$ cat config.mk
export PLATFORM = sky130hd
export DESIGN_NAME = mac_address_text_parser_unit_flat
export DESIGN_NICKNAME = d
export VERILOG_FILES = /design/src/hw/rtl/mactp_pkg.sv /design/src/hw/rtl/mactp_if.sv /design/src/hw/rtl/mactp_in_reg.sv /design/src/hw/rtl/mactp_scan.sv /design/src/hw/rtl/mactp_out_reg.sv /design/src/hw/rtl/mac_address_text_parser_unit.sv /design/src/flat_wrapper.sv
export SDC_FILE = /design/constraint.sdc
export NUM_CORES = 1
export LEC_CHECK = 0
export ABC_AREA = 1
export BUFFER_PORTS_ARGS = -buffer_cell sky130_fd_sc_hd__buf_2
export CORE_ASPECT_RATIO = 0.7
export CORE_MARGIN = 2
export CORE_UTILIZATION = 54
export CTS_BUF_LIST = sky130_fd_sc_hd__clkbuf_2 sky130_fd_sc_hd__clkbuf_4 sky130_fd_sc_hd__clkbuf_8
export CTS_CLUSTER_DIAMETER = 100
export CTS_CLUSTER_SIZE = 10
export DETAILED_ROUTE_END_ITERATION = 10
export GPL_TIMING_DRIVEN = 0
export PLACE_DENSITY = 0.75
export RECOVER_POWER = 50
export SYNTH_ARGS = -nofsm -noshare
export SYNTH_HDL_FRONTEND = slang
export SYNTH_SLANG_ARGS = --single-unit
$ cat constraint.sdc
create_clock -name clk -period 5.7 [get_ports clk]
set_input_delay 0.57 -clock clk [delete_from_list [all_inputs] [get_ports clk]]
set_output_delay 0.57 -clock clk [all_outputs]
set_load 0.05 [all_outputs]
$ cat src/hw/rtl/mactp_pkg.sv
`timescale 1ns / 1ps
// ----------------------------------------------------------------------------
// mactp_pkg: shared types and constants of the mac address text parser
// character and result payloads, status codes and position constants
// ----------------------------------------------------------------------------
package mactp_pkg;

    localparam int unsigned CHAR_W = 8;
    localparam int unsigned ADDR_W = 48;
    localparam int unsigned NIB_W  = 4;
    localparam int unsigned POS_W  = 5;

    // string lengths and position limit
    localparam logic [POS_W-1:0] SPLIT_LEN = POS_W'(17);
    localparam logic [POS_W-1:0] PLAIN_LEN = POS_W'(12);
    localparam logic [POS_W-1:0] POS_LIMIT = POS_W'(18);

    // position of the first separator, and of the ones that must match it
    localparam logic [POS_W-1:0] SEP_POS   = POS_W'(2);
    localparam int unsigned      JOINT_NUM = 4;
    localparam logic [POS_W-1:0] JOINT_POS [JOINT_NUM] = '{
        POS_W'(5), POS_W'(8), POS_W'(11), POS_W'(14)
    };

    localparam logic [CHAR_W-1:0] CHAR_COLON = 8'h3A;
    localparam logic [CHAR_W-1:0] CHAR_DASH  = 8'h2D;

    typedef enum logic [1:0] {
        STATUS_OK       = 2'd0,
        STATUS_BAD_CHAR = 2'd1,
        STATUS_BAD_LEN  = 2'd2
    } mactp_status_t;

    typedef struct packed {
        logic [CHAR_W-1:0] char_code;
        logic              last_char;
    } mactp_char_t;

    typedef struct packed {
        logic [ADDR_W-1:0] address;
        mactp_status_t     status;
    } mactp_result_t;

endpackage

$ cat src/hw/rtl/mactp_if.sv
`timescale 1ns / 1ps
// ----------------------------------------------------------------------------
// mactp_if: stream channels of the mac address text parser
// valid/ready channels for characters in and parse results out
// ----------------------------------------------------------------------------
interface mactp_char_if;
    logic       valid;
    logic       ready;
    logic [7:0] char_code;
    logic       last_char;

    modport source (output valid, output char_code, output last_char, input ready);
    modport sink   (input valid, input char_code, input last_char, output ready);
endinterface

interface mactp_result_if;
    logic        valid;
    logic        ready;
    logic [47:0] address;
    logic [1:0]  status;

    modport source (output valid, output address, output status, input ready);
    modport sink   (input valid, input address, input status, output ready);
endinterface

$ cat src/hw/rtl/mactp_in_reg.sv
`timescale 1ns / 1ps
// ----------------------------------------------------------------------------
// mactp_in_reg: input register stage
// captures one character transfer per cycle while the stage ahead advances
// ----------------------------------------------------------------------------
module mactp_in_reg
    import mactp_pkg::*;
(
    input  logic         clk,
    input  logic         rst_n,
    mactp_char_if.sink   char_in,
    input  logic         advance,
    output logic         item_valid,
    output mactp_char_t  item
);

    logic        valid_reg;
    logic        valid_next;
    mactp_char_t item_reg;
    logic        take;

    assign char_in.ready = !valid_reg || advance;
    assign take          = char_in.valid && char_in.ready;

    always_comb
    begin
        valid_next = valid_reg;
        if (char_in.ready)
        begin
            valid_next = char_in.valid;
        end
    end

    always_ff @(posedge clk or negedge rst_n)
    begin
        if (!rst_n)
        begin
            valid_reg <= 1'b0;
        end
        else
        begin
            valid_reg <= valid_next;
        end
    end

    // payload, no reset
    always_ff @(posedge clk)
    begin
        if (take)
        begin
            item_reg.char_code <= char_in.char_code;
            item_reg.last_char <= char_in.last_char;
        end
    end

    assign item_valid = valid_reg;
    assign item       = item_reg;

endmodule

$ cat src/hw/rtl/mactp_scan.sv
`timescale 1ns / 1ps
// ----------------------------------------------------------------------------
// mactp_scan: per-string parse state
// tracks position, nibbles and form checks; forms the result on the last char
// ----------------------------------------------------------------------------
module mactp_scan
    import mactp_pkg::*;
(
    input  logic          clk,
    input  logic          rst_n,
    input  logic          fire,
    input  mactp_char_t   item,
    output logic          res_valid,
    output mactp_result_t res
);

    logic [POS_W-1:0]  pos_reg;
    logic [POS_W-1:0]  pos_next;
    logic [ADDR_W-1:0] acc_reg;
    logic [ADDR_W-1:0] acc_next;
    logic [CHAR_W-1:0] sep_reg;
    logic [CHAR_W-1:0] sep_next;
    logic              plain_ok_reg;
    logic              plain_ok_next;
    logic              split_ok_reg;
    logic              split_ok_next;

    logic [NIB_W-1:0]  nib;
    logic              is_hex;
    logic              at_joint;
    logic [POS_W-1:0]  pos_step;
    logic [ADDR_W-1:0] acc_step;
    logic [CHAR_W-1:0] sep_step;
    logic              plain_ok_step;
    logic              split_ok_step;
    mactp_status_t     status;

    // hex digit decode, upper and lower case
    always_comb
    begin
        nib    = '0;
        is_hex = 1'b0;
        if (item.char_code >= 8'h30 && item.char_code <= 8'h39)
        begin
            nib    = NIB_W'(item.char_code - 8'h30);
            is_hex = 1'b1;
        end
        else if (item.char_code >= 8'h41 && item.char_code <= 8'h46)
        begin
            nib    = NIB_W'(item.char_code - 8'h37);
            is_hex = 1'b1;
        end
        else if (item.char_code >= 8'h61 && item.char_code <= 8'h66)
        begin
            nib    = NIB_W'(item.char_code - 8'h57);
            is_hex = 1'b1;
        end
    end

    always_comb
    begin
        at_joint = 1'b0;
        for (int i = 0; i < JOINT_NUM; i++)
        begin
            if (pos_reg == JOINT_POS[i])
            begin
                at_joint = 1'b1;
            end
        end
    end

    always_comb
    begin
        acc_step      = is_hex ? {acc_reg[ADDR_W-NIB_W-1:0], nib} : acc_reg;
        plain_ok_step = plain_ok_reg && !((pos_reg < PLAIN_LEN) && !is_hex);
        sep_step      = sep_reg;
        split_ok_step = split_ok_reg;
        if (pos_reg < SPLIT_LEN)
        begin
            if (pos_reg == SEP_POS)
            begin
                sep_step = item.char_code;
                if (item.char_code != CHAR_COLON && item.char_code != CHAR_DASH)
                begin
                    split_ok_step = 1'b0;
                end
            end
            else if (at_joint)
            begin
                if (item.char_code != sep_reg)
                begin
                    split_ok_step = 1'b0;
                end
            end
            else if (!is_hex)
            begin
                split_ok_step = 1'b0;
            end
        end
        pos_step = (pos_reg == POS_LIMIT) ? pos_reg : pos_reg + POS_W'(1);

        // length decides first
        if (pos_step == SPLIT_LEN)
        begin
            status = split_ok_step ? STATUS_OK : STATUS_BAD_CHAR;
        end
        else if (pos_step == PLAIN_LEN)
        begin
            status = plain_ok_step ? STATUS_OK : STATUS_BAD_CHAR;
        end
        else
        begin
            status = STATUS_BAD_LEN;
        end

        res.status  = status;
        res.address = (status == STATUS_OK) ? acc_step : '0;
        res_valid   = fire && item.last_char;

        pos_next      = pos_reg;
        acc_next      = acc_reg;
        sep_next      = sep_reg;
        plain_ok_next = plain_ok_reg;
        split_ok_next = split_ok_reg;
        if (fire)
        begin
            if (item.last_char)
            begin
                pos_next      = '0;
                acc_next      = '0;
                sep_next      = '0;
                plain_ok_next = 1'b1;
                split_ok_next = 1'b1;
            end
            else
            begin
                pos_next      = pos_step;
                acc_next      = acc_step;
                sep_next      = sep_step;
                plain_ok_next = plain_ok_step;
                split_ok_next = split_ok_step;
            end
        end
    end

    always_ff @(posedge clk or negedge rst_n)
    begin
        if (!rst_n)
        begin
            pos_reg      <= '0;
            acc_reg      <= '0;
            sep_reg      <= '0;
            plain_ok_reg <= 1'b1;
            split_ok_reg <= 1'b1;
        end
        else
        begin
            pos_reg      <= pos_next;
            acc_reg      <= acc_next;
            sep_reg      <= sep_next;
            plain_ok_reg <= plain_ok_next;
            split_ok_reg <= split_ok_next;
        end
    end

    a_pos_bounded: assert property (@(posedge clk) disable iff (!rst_n)
        pos_reg <= POS_LIMIT)
        else $error("position beyond limit");

    a_addr_zero_on_error: assert property (@(posedge clk) disable iff (!rst_n)
        res_valid && res.status != STATUS_OK |-> res.address == '0)
        else $error("address not cleared on error status");

    a_restart_after_last: assert property (@(posedge clk) disable iff (!rst_n)
        fire && item.last_char |=> pos_reg == '0 && plain_ok_reg && split_ok_reg)
        else $error("state not restarted after last character");

endmodule

$ cat src/hw/rtl/mactp_out_reg.sv
`timescale 1ns / 1ps
// ----------------------------------------------------------------------------
// mactp_out_reg: result register stage
// holds one result until its transfer and tells the pipe when it may advance
// ----------------------------------------------------------------------------
module mactp_out_reg
    import mactp_pkg::*;
(
    input  logic            clk,
    input  logic            rst_n,
    input  logic            res_valid,
    input  mactp_result_t   res,
    output logic            advance,
    mactp_result_if.source  result_out
);

    logic          valid_reg;
    logic          valid_next;
    mactp_result_t res_reg;

    assign advance = !valid_reg || result_out.ready;

    always_comb
    begin
        valid_next = valid_reg;
        if (advance)
        begin
            valid_next = res_valid;
        end
    end

    always_ff @(posedge clk or negedge rst_n)
    begin
        if (!rst_n)
        begin
            valid_reg <= 1'b0;
        end
        else
        begin
            valid_reg <= valid_next;
        end
    end

    always_ff @(posedge clk)
    begin
        if (advance && res_valid)
        begin
            res_reg <= res;
        end
    end

    assign result_out.valid   = valid_reg;
    assign result_out.address = res_reg.address;
    assign result_out.status  = res_reg.status;

endmodule

$ cat src/hw/rtl/mac_address_text_parser_unit.sv
`timescale 1ns / 1ps
// ----------------------------------------------------------------------------
// mac_address_text_parser_unit: streaming mac address text parser
// one ascii character per transfer in, one address and status per string out
// ----------------------------------------------------------------------------
// Characters of a MAC address string arrive one per transfer on char_in, the
// final one flagged by last_char. Accepted are 17 characters as six hex pairs
// joined by one separator (colon or dash, the same at every joint) and 12
// plain hex characters; hex may be upper or lower case. On the last character
// one result goes out on result_out: the 48-bit address (first octet in bits
// 47..40, zero unless status is ok) and status 0 ok, 1 bad character or
// separator, 2 wrong length. A wrong length wins over a bad character. The
// block takes one character per cycle while the result register can advance.
// The transfer of a last character lands in the input register, then the
// parse state update and status decision land in the result register, which
// offers the result. The result register frees itself in the same cycle its
// transfer completes, so the pipe stalls only while a result is held back.
// ----------------------------------------------------------------------------
module mac_address_text_parser_unit
    import mactp_pkg::*;
(
    input  logic            clk,
    input  logic            rst_n,
    mactp_char_if.sink      char_in,
    mactp_result_if.source  result_out
);

    logic          advance;
    logic          item_valid;
    mactp_char_t   item;
    logic          fire;
    logic          res_valid;
    mactp_result_t res;

    // input register, ready whenever the pipe can move
    mactp_in_reg u_in_reg (
        .clk        (clk),
        .rst_n      (rst_n),
        .char_in    (char_in),
        .advance    (advance),
        .item_valid (item_valid),
        .item       (item)
    );

    // a registered character is consumed when the result stage can advance
    assign fire = item_valid && advance;

    // parse state and status decision
    mactp_scan u_scan (
        .clk       (clk),
        .rst_n     (rst_n),
        .fire      (fire),
        .item      (item),
        .res_valid (res_valid),
        .res       (res)
    );

    // result register toward the sink
    mactp_out_reg u_out_reg (
        .clk        (clk),
        .rst_n      (rst_n),
        .res_valid  (res_valid),
        .res        (res),
        .advance    (advance),
        .result_out (result_out)
    );

endmodule

$ cat src/flat_wrapper.sv
// flat-port wrapper written by rule: the top's interface ports become plain ports
module mac_address_text_parser_unit_flat import mactp_pkg::*;
  (clk, rst_n, char_in_valid, char_in_char_code, char_in_last_char, char_in_ready, result_out_valid, result_out_address, result_out_status, result_out_ready);
  mactp_char_if char_in_i ();
  mactp_result_if result_out_i ();
  input  logic clk;
  input  logic rst_n;
  input wire logic [$bits(char_in_i.valid)-1:0] char_in_valid;
  input wire logic [$bits(char_in_i.char_code)-1:0] char_in_char_code;
  input wire logic [$bits(char_in_i.last_char)-1:0] char_in_last_char;
  output wire logic [$bits(char_in_i.ready)-1:0] char_in_ready;
  output wire logic [$bits(result_out_i.valid)-1:0] result_out_valid;
  output wire logic [$bits(result_out_i.address)-1:0] result_out_address;
  output wire logic [$bits(result_out_i.status)-1:0] result_out_status;
  input wire logic [$bits(result_out_i.ready)-1:0] result_out_ready;
  assign char_in_i.valid = char_in_valid;
  assign char_in_i.char_code = char_in_char_code;
  assign char_in_i.last_char = char_in_last_char;
  assign char_in_ready = char_in_i.ready;
  assign result_out_valid = result_out_i.valid;
  assign result_out_address = result_out_i.address;
  assign result_out_status = result_out_i.status;
  assign result_out_i.ready = result_out_ready;
  mac_address_text_parser_unit u_core (.clk(clk), .rst_n(rst_n), .char_in(char_in_i), .result_out(result_out_i));
endmodule
======== Word-level counts from Yosys, hierarchy flattened ========
Index checks and enable logic that the tools add are counted.
storage, ports and cells
  logic and storage cells ................. 83
  input bits .............................. 13
  register bits after elaboration ......... 124
  output and inout port bits .............. 52
operators by class
  order comparisons ....................... 8
  equality and inequality tests ........... 11
  reduce and logical (&&, ||, !) cells .... 20
  add/sub/neg operators ................... 4
  muxes and demuxes ....................... 29
operators by type and width
  kind                                                                              number
  48-bit 2-to-1 mux                                                                 2
  8-bit 2-to-1 mux                                                                  3
  5-bit by 4-bit equality test with 1-bit output, second input constant             4
  1-bit 2-to-1 mux                                                                  17
  8-bit by 7-bit >= comparator with 1-bit output, second input constant             2
  8-bit by 7-bit less-or-equal comparator with 1-bit output, second input constant  2
  8-bit by 6-bit inequality test with 1-bit output, second input constant           2
  4-bit 2-to-1 mux                                                                  3
  5-bit equality test, second input constant                                        2
  1-bit logical AND                                                                 10
  5-bit 2-to-1 mux                                                                  2
  8-bit by 6-bit >= comparator with 1-bit output, second input constant             1
  8-bit by 6-bit less-or-equal comparator with 1-bit output, second input constant  1
  8-bit inequality test                                                             1
  4-bit by 3-bit subtractor with 4-bit output, second input constant                2
  5-bit by 1-bit adder with 5-bit output, second input constant                     1
  5-bit by 2-bit equality test with 1-bit output, second input constant             1
  5-bit by 3-bit equality test with 1-bit output, second input constant             1
  5-bit by 4-bit less-than comparator with 1-bit output, second input constant      1
  5-bit less-than comparator, second input constant                                 1
  1-bit zero test                                                                   4
  2-bit 2-to-1 mux                                                                  2
  2-bit nonzero test                                                                2
  4-bit by 1-bit subtractor with 4-bit output, second input constant                1
  3 further kinds                                                                   4

======== Depth between registers and ports, before layout ========
Gate-level depths: netlist (run 1).
  depth in word-level cells ............... 13
  depth in mapped cells ................... 18
  depth with buffers taken out ............ 16

======== Hierarchy ========
From an unflattened synthesis (run 1), not the netlist that was laid out.
second synthesis, totals
  cells, all modules ...................... 547
  area total of the unflattened synthesis .. 5564.1 sq um
modules (own cells, without submodules)
  module                        seq. area each (sq um)  area each (sq um)  cells each  times used
  mactp_scan                    1579.0                  3694.8             474         1
  mactp_out_reg                 1526.5                  1546.5             56          1
  mactp_in_reg                  295.3                   315.3              15          1
  mac_address_text_parser_unit  0.0                     7.5                2           1

======== Worst setup path after synthesis (run 1) ========
OpenSTA, ideal clock, no wires.
  path kind ............................... register -> register
  start ................................... reg u_core.u_out_reg.valid_reg, in the netlist u_core.u_out_reg.result_out.valid
  end ..................................... reg u_core.u_scan.pos_reg[0]
  required time ........................... 5.576 ns
  path buffers ............................ 0
  clock period less this slack ............ 3.684 ns
  data arrival time ....................... 3.560 ns
  setup slack ............................. 2.016 ns
  cell stages (with the launch flop) ...... 7
  library setup time ...................... 0.124 ns
  cell sequence ........................... dfrtp_1 -> nand2_1 -> nand2_1 -> nor2_1 -> inv_1 -> o21ai_0 -> a21oi_1
on the way
  longest elaborated chain between the ends .. 3
RTL lines
  element                 RTL line                            RTL
  from (decl)             mactp_out_reg.sv:17                 logic valid_reg;
  from (signal assigned)  mactp_out_reg.sv:40                 valid_reg <= valid_next;
  1-bit zero test         mactp_out_reg.sv:21                 assign advance = !valid_reg || result_out.ready;
  1-bit logical OR        mactp_out_reg.sv:21
  1-bit logical AND       mac_address_text_parser_unit.sv:46  assign fire = item_valid && advance;
  to (signal assigned)    mactp_scan.sv:158                   pos_reg <= pos_next;
  to (decl)               mactp_scan.sv:17                    logic [POS_W-1:0] pos_reg;
Every way passes these cells.
A chain may end at the register's enable or synchronous reset.

==> results of run 1 <==
[cells in the mapped netlist]
library cell,count,area (um^2)
o22ai_1,48,300
buf_6,1,11.3
xor2_1,4,35.0
inv_1,71,267
edfxtp_1,59,1770
o21ai_1,24,120
o21ai_2,1,8.76
nand3b_1,1,7.51
xnor2_1,3,26.3
nand3_1,13,65.1
buf_2,7,35.0
buf_12,2,40.0
nor3_1,1,5.00
nor2_1,45,169
inv_2,4,15.0
dfrtp_1,63,1580
nand4_1,4,25.0
clkbuf_1,14,52.6
buf_4,1,7.51
a21o_2,1,8.76
clkinv_1,1,3.75
o21ai_0,44,220
nand2_1,108,405
dfstp_2,2,52.6
nand2_2,1,6.26
ha_1,9,113
a21oi_1,2,10.0
nor2_4,20,225
nand3_2,3,30.0
[cells by family (layout without fill, tap and decap cells)]
group                      count (synthesis)  after routing  share of synthesized area (%)
AOI/OAI and AO/OA                        120            120                           11.9
xor gates and xnor gates                   7              7                           1.09
adders and majority gates                  9              9                           2.01
buffers and inverters                    101            197                           7.69
and+or+nand+nor                          196            196                           16.7
DFF                                      124            124                           60.6
[per-stage QoR]
stage,instance area [um^2],util (%),instances,setup WS (ns)
2_1_floorplan,5610,-,557,2.02
3_3_place_gp,6100,59.6,753,0.964
3_5_place_dp,6130,59.8,754,3.19
4_1_cts,6510,63.6,785,3.17
5_1_grt,6430,62.8,785,1.68
6_report,6430,62.8,785,2.35
[metal layers]
metal / wire (um) / up-vias / global-route usage [%] / share of wire (%)
li1: - / 2029 / - / -
met1: 5690 / 1998 / 32.1 / 47
met2: 5370 / 157 / 35.6 / 45
met3: 790 / 16 / 5.86 / 6.6
met4: 158 / 0 / 8.79 / 1.3
met5: 0 / - / 0 / 0
[power groups by stage]
stage	sequential (uW)	clock [uW]	combinational, uW
floorplan	1160	0	236
global placement	1100	0	388
detailed placement	1100	0	409
CTS	1090	756	411
global route	1100	797	449
finish	1090	744	406
[worst paths after layout]
kind | startpoint | to
hold reg to reg | u_core.u_scan.acc_reg[44]$_DFFE_PN0P_ | u_core.u_scan.acc_reg[44]$_DFFE_PN0P_
hold / removal | char_in_last_char | u_core.u_in_reg.item[0]$_DFFE_PP_
setup reg to reg | u_core.u_out_reg.result_out.valid$_DFFE_PN0P_ | u_core.u_out_reg.result_out.address[29]$_SDFFCE_PP0P_
setup / recovery | rst_n | u_core.u_scan.acc_reg[33]$_DFFE_PN0P_
max in group clk | u_core.u_out_reg.result_out.valid$_DFFE_PN0P_ | u_core.u_out_reg.result_out.address[29]$_SDFFCE_PP0P_
min in group asynchronous | rst_n | u_core.u_scan.sep_reg[0]$_DFFE_PN0P_
[cell type report]
class	count	share of cell area, %
buffer	25	2.28
clock buffer	22	4.42
clock inverter	9	1.48
inverter	76	4.43
multi-input combinational	332	27.7
sequential	124	52.9
tap	132	2.57
timing repair buffer	65	4.28
==> reports/metrics.cfg, run 1 <==
[run_status]
violations = max-capacitance violations, max-slew violations
status = finished, violations left

[finish]
final_nets = 663
final_common_cell = nand2_1
multi_input_area_um2 = 1780
final_cell_mix = 108 x nand2_1, 71 x inv_1, 66 x clkbuf_1, 63 x dfrtp_1, 59 x edfxtp_1
antenna_cells = 0
syn_to_final_growth_pct = 14.6
drive_above_1_share_pct = 13.0
regArea_um2 = 3400
fillers = 858

[global_routing]
grt_pass1_wl_um = 20000
grt.total_usage_pct = 23.0
grt_max_degree = 66
overflow = 0
first_global_vias = 4090
antenna_found_initial = 0

[synth]
syn_area_um2 = 5610
ys_warn_count = 0
avgSynthCellArea_um2 = 10.1
ys_types = 29
netlist_instances = 557
yosysSeqAreaShare_pct = 60.6
ys_ff_latch = 124
syn_nets = 579

[routing]
avgRoutedWirePerCell_um = 15.3
drt_iter0_drc = 437
num_vias = 4200
via_per_inst = 5.35
drtPass1Iterations = 5
drc = 0
antenna_left = 0
finalWirelength_um = 12000

[setup_path]
cp-end-kind = asynchronous set/reset pin
crit_family = buffers and inverters
r2r_slack_ns = 3.00
reg2reg_depth = 4
worst-path-buf-inv = 1
cp.depth = 1
cpMaxStageDelayCell = clkbuf_1
crit_fanout = 65
cp_data_arrival_time_ns = 3.07
crit_type = input port to asynchronous set/reset pin
critPathMaxStageDelay_ns = 2.46
startpoint_type = input port
crit_chain = clkbuf_1
required_ns = 5.42

[floorplan]
start_util_pct = 54.8
die_area_um2 = 11200
ios = 65
die_w_um = 126
num_rows = 31
coreArea_um2 = 10200
die-height_um = 89.3

[timing]
tightest_slew_ns = 3.55
min_period_ns = 3.35
slew_headroom_pct = -137
rsz0062_at_grt = no
fin_crit_sh_pct = 58.7
whs_ns = 0.312
setup-tns-final_ns = 0
max_freq_mhz = 299
fin_worst_skew_ns = 0.0102
setup_viol = 0
drv_slew = 88
hold_viol = 0

[placed_design]
place_hpwl_um = 8220
gp_congestion = 0.885
placement.io_buffers = 64

[clock_tree]
ctsResizeCount = 0
root_buffer = clkbuf_8
cts_setup_buffers = 0
cts_sinks = 124
clkLatencyLatePin_ns = 0.43
cts-buffers-inserted = 17
tritoncts = built
clk_pin_slew_ns = 0.07
cts-htree-levels = 4
clk_path_buf_depth = 2
postCtsHoldBufs = 0

[min_path]
min_path_cells = 1
min_path_type = input port to flop

[power]
leakage_uw = 0.00254
seq_power_share_pct = 48.7
pwr-share-comb_pct = 18.1
switching_share_pct = 30.5
ir_worst_vdd_mv = 0.204
p_clk_share_pct = 33.2
p_int_uw = 1560
power_density_nw_per_um2 = 348
p_sw_uw = 683
power_uw = 2240

[job]
drv_cap = 2

Power figures use the tool's default switching activity.
==> run 2, diff against run 1 <==
ABC_AREA = 0   (was 1)
PLACE_DENSITY = 0.74   (was 0.75)
clock period = 3.4 ns   (was 5.7 ns; I/O delays follow)
==> run 2 against run 1 <==
The run still ends with max-capacitance violations, max-slew violations left. Final cell count increased by 4.1%. Sequential cell count unchanged. Die area increased by 5.6%. Non-clock buffer count increased by 14. Total power increased by 95%. First-iteration DRC count increased by 3.7%. Largest power group unchanged. Highest routed layer unchanged.
==> reports/metrics.cfg, run 2 <==
[synth]
synth_top_area_share_pct = 29.8
syn_area_um2 = 5940
synth_ff_type = dfrtp_1
synth_xor_area_share_pct = 1.47
avgSynthCellArea_um2 = 10.4
synth-compound-area-share_pct = 21.6
netlist_instances = 572
synthTopCellsByArea = edfxtp_1 30%, dfrtp_1 27%, nand2_1 9.3%
synth_top_family_by_area = compound AO/OA/AOI/OAI gates
async_reset_ff_share_pct = 52.4
ys_warn_count = 0
synth_top_area_cell = edfxtp_1
synth_mux_area_share_pct = 0.190
yosysSeqAreaShare_pct = 57.2
ys_types = 49
syn_nets = 594
synth_common_cells = 147 x nand2_1, 63 x dfrtp_1, 59 x edfxtp_1
synth-simple-area-share_pct = 13.7
synth_adder_area_share_pct = 1.90
synth_edf_count = 59
yosysMostFrequentCell = nand2_1
ys_ff_latch = 124

[timing]
hold_viol = 0
tightest_slew_ns = 1.70
fin_crit_sh_pct = 89.6
setup-tns-final_ns = 0
max_freq_mhz = 328
min_period_ns = 3.05
drv_slew = 66
setup_viol = 0
rsz0062_at_grt = no
slew_headroom_pct = -13.2
layout_setup_ws_ns = 0.353
fin_worst_skew_ns = 0.00929

[finish]
antenna_cells = 0
final_common_cell = nand2_1
regArea_um2 = 3400
final_cell_mix = 147 x nand2_1, 75 x clkbuf_1, 63 x dfrtp_1, 59 x edfxtp_1, 51 x o21ai_0
multi_input_area_um2 = 2310
fin_util_pct = 64.8
syn_to_final_growth_pct = 14.7
final_nets = 678
fillers = 822
drive_above_1_share_pct = 13.5

[routing]
finalWirelength_um = 13900
num_vias = 4715
avgRoutedWirePerCell_um = 17.0
drc = 0
antenna_left = 0
drtPass1Iterations = 5
via_per_inst = 5.77
drt_iter0_drc = 453

[placed_design]
gp_congestion = 0.875
placement.io_buffers = 64
preCtsSetupSlack_ns = 0.411
place_hpwl_um = 9430

[global_routing]
grt_max_degree = 66
grt_pass1_wl_um = 23200
grt.total_usage_pct = 25.1
overflow = 0
antenna_found_initial = 0
first_global_vias = 4607

[clock_tree]
clkLatencyLatePin_ns = 0.44
cts_sinks = 124
root_buffer = clkbuf_8
cts-htree-levels = 4
clk_pin_slew_ns = 0.07
postCtsHoldBufs = 0
tritoncts = built
clk_path_buf_depth = 2
cts-buffers-inserted = 17
ctsResizeCount = 0
cts_setup_buffers = 0

[setup_path]
cp_data_arrival_time_ns = 3.24
crit_type = flop to flop
startpoint_type = flop
crit_fanout = 10
required_ns = 3.59
cp-end-kind = flop

[power]
leakage_uw = 0.00259
ir_worst_vdd_mv = 0.358
power_density_nw_per_um2 = 643
power_uw = 4380

[floorplan]
coreArea_um2 = 10500
die_area_um2 = 11900
num_rows = 31
ios = 65
start_util_pct = 56.5
die-height_um = 91.8
die_w_um = 129

[run_status]
status = finished, violations left
violations = max-capacitance violations, max-slew violations

[min_path]
min_path_type = input port to flop

[job]
drv_cap = 1

-- run 2: path summary, 6_finish.rpt --
kind / end / cells after the start / from / slack (ns)
hold reg to reg: u_core.u_scan.acc_reg[45]$_DFFE_PN0P_ / 2 / u_core.u_scan.acc_reg[45]$_DFFE_PN0P_ / 0.49
hold / removal: u_core.u_in_reg.item[2]$_DFFE_PP_ / 1 / char_in_char_code[1] / 0.08
min in group asynchronous: u_core.u_out_reg.result_out.valid$_DFFE_PN0P_ / 1 / rst_n / 0.34
setup reg to reg: u_core.u_out_reg.result_out.address[24]$_SDFFCE_PP0P_ / 12 / u_core.u_in_reg.item[1]$_DFFE_PP_ / 0.35
setup / recovery: u_core.u_out_reg.result_out.address[24]$_SDFFCE_PP0P_ / 12 / u_core.u_in_reg.item[1]$_DFFE_PP_ / 0.35
max in group asynchronous: u_core.u_scan.acc_reg[24]$_DFFE_PN0P_ / 1 / rst_n / 2.05
-- run 2: worst max-delay path, cell delays in order (launching register included) --
cell and delay (ns):
edfxtp_1 0.39, buf_2 0.25, inv_1 0.10, ha_1 0.25, o21bai_1 0.24, a21oi_1 0.19, a21o_1 0.18, buf_2 0.16
o311a_1 0.34, a31oi_2 0.25, buf_6 0.21, buf_8 0.17, a21oi_2 0.05
-- run 2: per-stage QoR --
step           hold slack (ns)  cell area, um^2  instances
2_1_floorplan           0.0444             5940        572
5_1_grt                 0.0552             6810        817
3_3_place_gp             0.462             6450        784
3_5_place_dp             0.474             6480        785
6_report                0.0757             6810        817
4_1_cts                 0.0470             6880        817
-- run 2: layout make-up --
class	instances	share of cell area, %
buffer	39	3.01
multi-input combinational	403	33.9
clock buffer	23	4.19
timing repair buffer	65	4.15
tap	148	2.72
inverter	6	0.331
sequential	124	49.9
clock inverter	9	1.76
-- run 2: logic make-up after synthesis --
kind of cell | count (synthesis)
adders and majority gates | 9
muxes | 1
AOI/OAI and AO/OA | 192
buffers and inverters | 45
xor gates and xnor gates | 10
DFF | 124
and+or+nand+nor | 191
-- run 2: per-layer routing --
layer | share of wire [%] | vias up | GRT usage [%] | routed length, um
li1 | - | 2193 | - | -
met1 | 48 | 2320 | 38.1 | 6660
met2 | 45 | 182 | 36.7 | 6190
met3 | 6.4 | 20 | 5.54 | 887
met4 | 0.99 | 0 | 6.70 | 138
met5 | 0 | - | 0 | 0
-- run 2: power breakdown --
group / leakage, uW / internal [uW] / total (uW) / switching, uW
Clock: 0.000218 / 777 / 1340 / 560
Sequential: 0.00142 / 1860 / 2150 / 293
Combinational: 0.000945 / 322 / 889 / 567
